--- config.mk ---
export PLATFORM = sky130hd
export DESIGN_NAME = pce_ram
export DESIGN_NICKNAME = d
export VERILOG_FILES = /design/src/hw/rtl/pce_pkg.sv /design/src/hw/rtl/pce_ram.sv
export SDC_FILE = /design/constraint.sdc
export NUM_CORES = 2
export LEC_CHECK = 0
export ABC_CLOCK_PERIOD_IN_PS = 2050
export BUFFER_PORTS_ARGS = -buffer_cell sky130_fd_sc_hd__buf_2
export CORE_UTILIZATION = 35
export CTS_CLUSTER_DIAMETER = 30
export DETAILED_ROUTE_END_ITERATION = 10
export PLACE_DENSITY = 0.56
export RECOVER_POWER = 25
export SYNTH_ARGS = -nofsm -noshare
export SYNTH_HDL_FRONTEND = slang
export SYNTH_SLANG_ARGS = --single-unit
--- constraint.sdc ---
create_clock -name clk_i -period 2.05 [get_ports clk_i]
set_input_delay 0.1025 -clock clk_i [delete_from_list [all_inputs] [get_ports clk_i]]
set_output_delay 0.1025 -clock clk_i [all_outputs]
set_load 0.02 [all_outputs]
--- src/hw/rtl/pce_pkg.sv ---
// shared types, constants and table sequencing for the permutation compose engine
package pce_pkg;

  localparam int PointW    = 8;
  localparam int MaxPoints = 1 << PointW;
  localparam int DegW      = $clog2(MaxPoints + 1);

  typedef logic [PointW-1:0] point_t;
  typedef logic [DegW-1:0]   deg_t;

  typedef enum logic [1:0] {
    CMD_WR_LEFT  = 2'd0,
    CMD_WR_RIGHT = 2'd1,
    CMD_QUERY    = 2'd2,
    CMD_NONE     = 2'd3
  } cmd_e;

  typedef enum logic [1:0] {
    OP_PRODUCT   = 2'd0,
    OP_QUOTIENT  = 2'd1,
    OP_CONJUGATE = 2'd2,
    OP_UNUSED    = 2'd3
  } op_e;

  typedef enum logic [1:0] {
    CFG_OP_MODE      = 2'd0,
    CFG_LEFT_DEGREE  = 2'd1,
    CFG_RIGHT_DEGREE = 2'd2,
    CFG_NONE         = 2'd3
  } cfg_idx_e;

  typedef enum logic {
    ST_IDLE,
    ST_LOOK
  } state_e;

  typedef enum logic [1:0] {
    SEL_LEFT,
    SEL_RIGHT,
    SEL_RINV
  } sel_e;

  // table read at a given lookup step
  function automatic sel_e table_sel(op_e mode, logic [1:0] step);
    sel_e sel;
    sel = SEL_LEFT;
    case (mode)
      OP_QUOTIENT:  sel = (step == 2'd0) ? SEL_LEFT : SEL_RINV;
      OP_CONJUGATE: begin
        case (step)
          2'd0:    sel = SEL_RINV;
          2'd1:    sel = SEL_LEFT;
          default: sel = SEL_RIGHT;
        endcase
      end
      default:      sel = (step == 2'd0) ? SEL_LEFT : SEL_RIGHT;
    endcase
    return sel;
  endfunction

  function automatic logic last_step(op_e mode, logic [1:0] step);
    return (mode == OP_CONJUGATE) ? (step == 2'd2) : (step == 2'd1);
  endfunction

endpackage

--- src/hw/rtl/pce_ram.sv ---
// table memory with one write port, per-lane write enables and registered read data
module pce_ram
  import pce_pkg::*;
#(
  parameter int Lanes = 1
) (
  input  logic                    clk_i,
  input  logic [Lanes-1:0]        we_i,
  input  point_t                  waddr_i,
  input  logic [Lanes*PointW-1:0] wdata_i,
  input  point_t                  raddr_i,
  output logic [Lanes*PointW-1:0] rdata_o
);

  logic [Lanes*PointW-1:0] mem [MaxPoints];
  logic [Lanes*PointW-1:0] rdata_q;

  always_ff @(posedge clk_i) begin
    for (int i = 0; i < Lanes; i++) begin
      if (we_i[i]) begin
        mem[waddr_i][i*PointW +: PointW] <= wdata_i[i*PointW +: PointW];
      end
    end
    rdata_q <= mem[raddr_i];
  end

  assign rdata_o = rdata_q;

endmodule

==> flow_summary_export.csv <==
group,metric,value,unit
run_status,status,"finished, violations left",
run_status,violations,"capacitance limit, slew limit, setup timing",
yosys,yosysUniqueCellTypes,55,
power,total_power,119,mW
die,ios,34,
drt,drc_errors,0,
yosys,synth_area_leaders,"edfxtp_1 77%, mux4_2 13%, mux2i_1 1.7%",
die,start_util,0.353,
timing,setup_slack,-0.286,ns
die,std_cell_rows,174,
finish,nFillCells,18669,
critical_path,cp_cell_sequence,"mux4_2 > a22oi_1 > a21oi_1 > nor4_2 > nor4_2",
timing,period_needed,2.34,ns
clock_network,cts_tree,"built",
critical_path,worstPathMaxFanout,1,
critical_path,path_buf_inv,0,
die,die_h,479,um
drt,vias,42628,
place,place_inst,7311,
timing,fmax,0.428,GHz
yosys,async_reset_ff_frac,0,
clock_network,cts.clk_slew.worst_paths,0.05,ns
yosys,synth_edf_count,2048,
grt,grt_max_degree,117,
worst_hold_path,hold_path_class,"in2reg",
critical_path,path_class,"reg2reg",
grt,grtUsageTotal,0.190,
critical_path,cpMostUsedCell,"nor4_2",
yosys,yosys_warnings,0,
drt,viasPerCell,5.27,
clock_network,cts_buffers,424,
critical_path,cp-start-kind,"flip-flop",
grt,antenna_found_initial,11,
critical_path,worstPathRequired,2.85,ns
yosys,yosys.area.top_type,"edfxtp_1",
yosys,syn_nets,3759,
die,die_w,479,um
yosys,ys_seq_area_frac,0.775,
clock_network,clk_latency,0.97,ns
place,hpwlAfterDp,138,mm
critical_path,setup.worst_path.end_class,"flip-flop",
grt,grt_pass1_wl,315,mm
finish,area_growth,30.7,%
grt,grt_pass1_vias,44254,
job,max_cap_viol_count,6,
timing,rsz0062_at_grt,"yes",
place,place_congestion,0.844,
power,p_leak,34.8,nW
timing,slew_headroom,-0.451,
finish,final_cells,8088,
die,core,0.225,mm2
drt,ant_nets,0,
power,vdd_drop_max,0.984,mV
yosys,synth.cell_area,0.0796,mm2
finish,drive_above_1_share,0.391,
yosys,ys_ff_latch,2056,
drt,drt_iter0_markers,4576,
yosys,netlist.area_leader.share,0.773,
critical_path,cpPeakStageDelay,0.71,ns
power,power_density,1150,mW/mm2
finish,num-nets-final,4789,
timing,min_period_over_period,1.14,
drt,drtPass1Iterations,5,
timing,setup_viol,195,
timing,fin_skew,0.0832,ns
critical_path,slowest_stage,"nor4_2",
yosys,syn_avg_cell_area,21.3,um2
critical_path,arrival,3.14,ns
clock_network,clock-sinks,2056,
timing,hold_viol_final,0,
yosys,synth_common_cells,"2,048 x edfxtp_1, 454 x mux4_2, 282 x nor2_1",
timing,tightestPinTransition,2.18,ns
timing,slew_violations,347,
place,numPortBuffers,33,
place,place_ws,-1.33,ns
yosys,synth_most_common_cell,"edfxtp_1",
drt,wire_per_inst,26.9,um
die,die_area,0.229,mm2
grt,grt-ovfl-total,0,
yosys,syn-instance-count,3733,
drt,wirelength,218,mm
clock_network,cts.htree.levels,5,
clock_network,cts_buffer_depth,4,
yosys,ys.flop_type,"edfxtp_1",
critical_path,crit_family,"simple AND/OR/NAND/NOR gates",
clock_network,root_buffer,"clkbuf_16",
registers in the layout, summed over array words and instances (netlist names):
name / cells
rdata_o: 8
mem: 2048
stage by stage:
step	utilization	setup TNS, ns	hold WS [ns]	instance area (um2)
5_1_grt	0.461	-57.64	0.0439	104000
4_1_cts	0.463	-1.52	0.000217	104000
2_1_floorplan	-	0	0.201	79600
3_3_place_gp	0.398	-8.93	0.410	89600
6_report	0.461	-14.09	0.0499	104000
3_5_place_dp	0.398	-9.12	0.416	89600
placed cells by master, fill, tap and decap left out, types with 32 or more instances in the layout:
cell	instances
a21oi_1	95
a22oi_1	132
buf_12	103
buf_4	663
bufinv_16	57
clkbuf_1	56
clkbuf_16	429
clkinv_1	47
clkinv_2	61
clkinv_4	34
clkinvlp_4	40
edfxtp_1	2048
inv_6	32
mux2i_1	134
mux4_2	455
nand2_1	33
nor2_1	275
o221ai_1	45
layer usage:
layer,part of all wire,wire (um),up-vias,track usage
li1,-,-,17982,-
met1,0.41,90300,22610,0.257
met2,0.49,106000,1689,0.307
met3,0.071,15400,347,0.0368
met4,0.027,5990,0,0.0620
met5,0,0,-,0
path summary, 6_finish.rpt:
kind | start | endpoint | slack [ns] | depth (start not counted)
max | mem[216][2] | rdata_o[2] | -0.29 | 5
min | waddr_i[3] | mem[204][3] | 0.05 | 4
max reg2reg | mem[216][2] | rdata_o[2] | -0.29 | 5
min reg2reg | mem[41][3] | rdata_o[3] | 1.02 | 7
worst min-delay path, delay by kind of cell:
family	cells	cell delay [ns]
buffers and inverters	2	0.37
AND/OR/NAND/NOR	2	0.32
cells by family (layout without fill, tap and decap cells):
kind of cell           after synthesis  after routing  synth area share
buffers and inverters              235           1595            0.0183
and+or+nand+nor                    466            466            0.0263
DFF                               2056           2056             0.775
muxes                              591            591             0.146
other                                0              3                 0
AOI/OAI and AO/OA                  385            385            0.0342
area by class of cell:
type	count	area, um2	share of cell area
Sequential cell	2056	61700	0.593
Multi-Input combinational cell	1442	16900	0.162
Clock buffer	480	10900	0.105
Timing Repair Buffer	837	7560	0.0728
Tap cell	2992	3740	0.0360
Clock inverter	276	3170	0.0305
Inverter	2	7.51	0.0000722
Antenna cell	3	7.51	0.0000722
what timing repair did:
action                     4_1_cts  5_1_grt
hold buffers                    19        0
resized for setup               59        8
setup endpoints to repair        8        8
pin swaps                       25       11
cloned                           0        0
hold endpoints to repair      2350        0
buffers inserted                 0        0
power breakdown:
group          internal [mW]  switching [mW]  leakage, nW
Combinational           2.15            3.10         9.51
Sequential              46.5          0.0929         18.5
Clock                   45.3            22.0         6.81
Total                   93.9            25.2         34.8
Power figures use the tool's default switching activity.
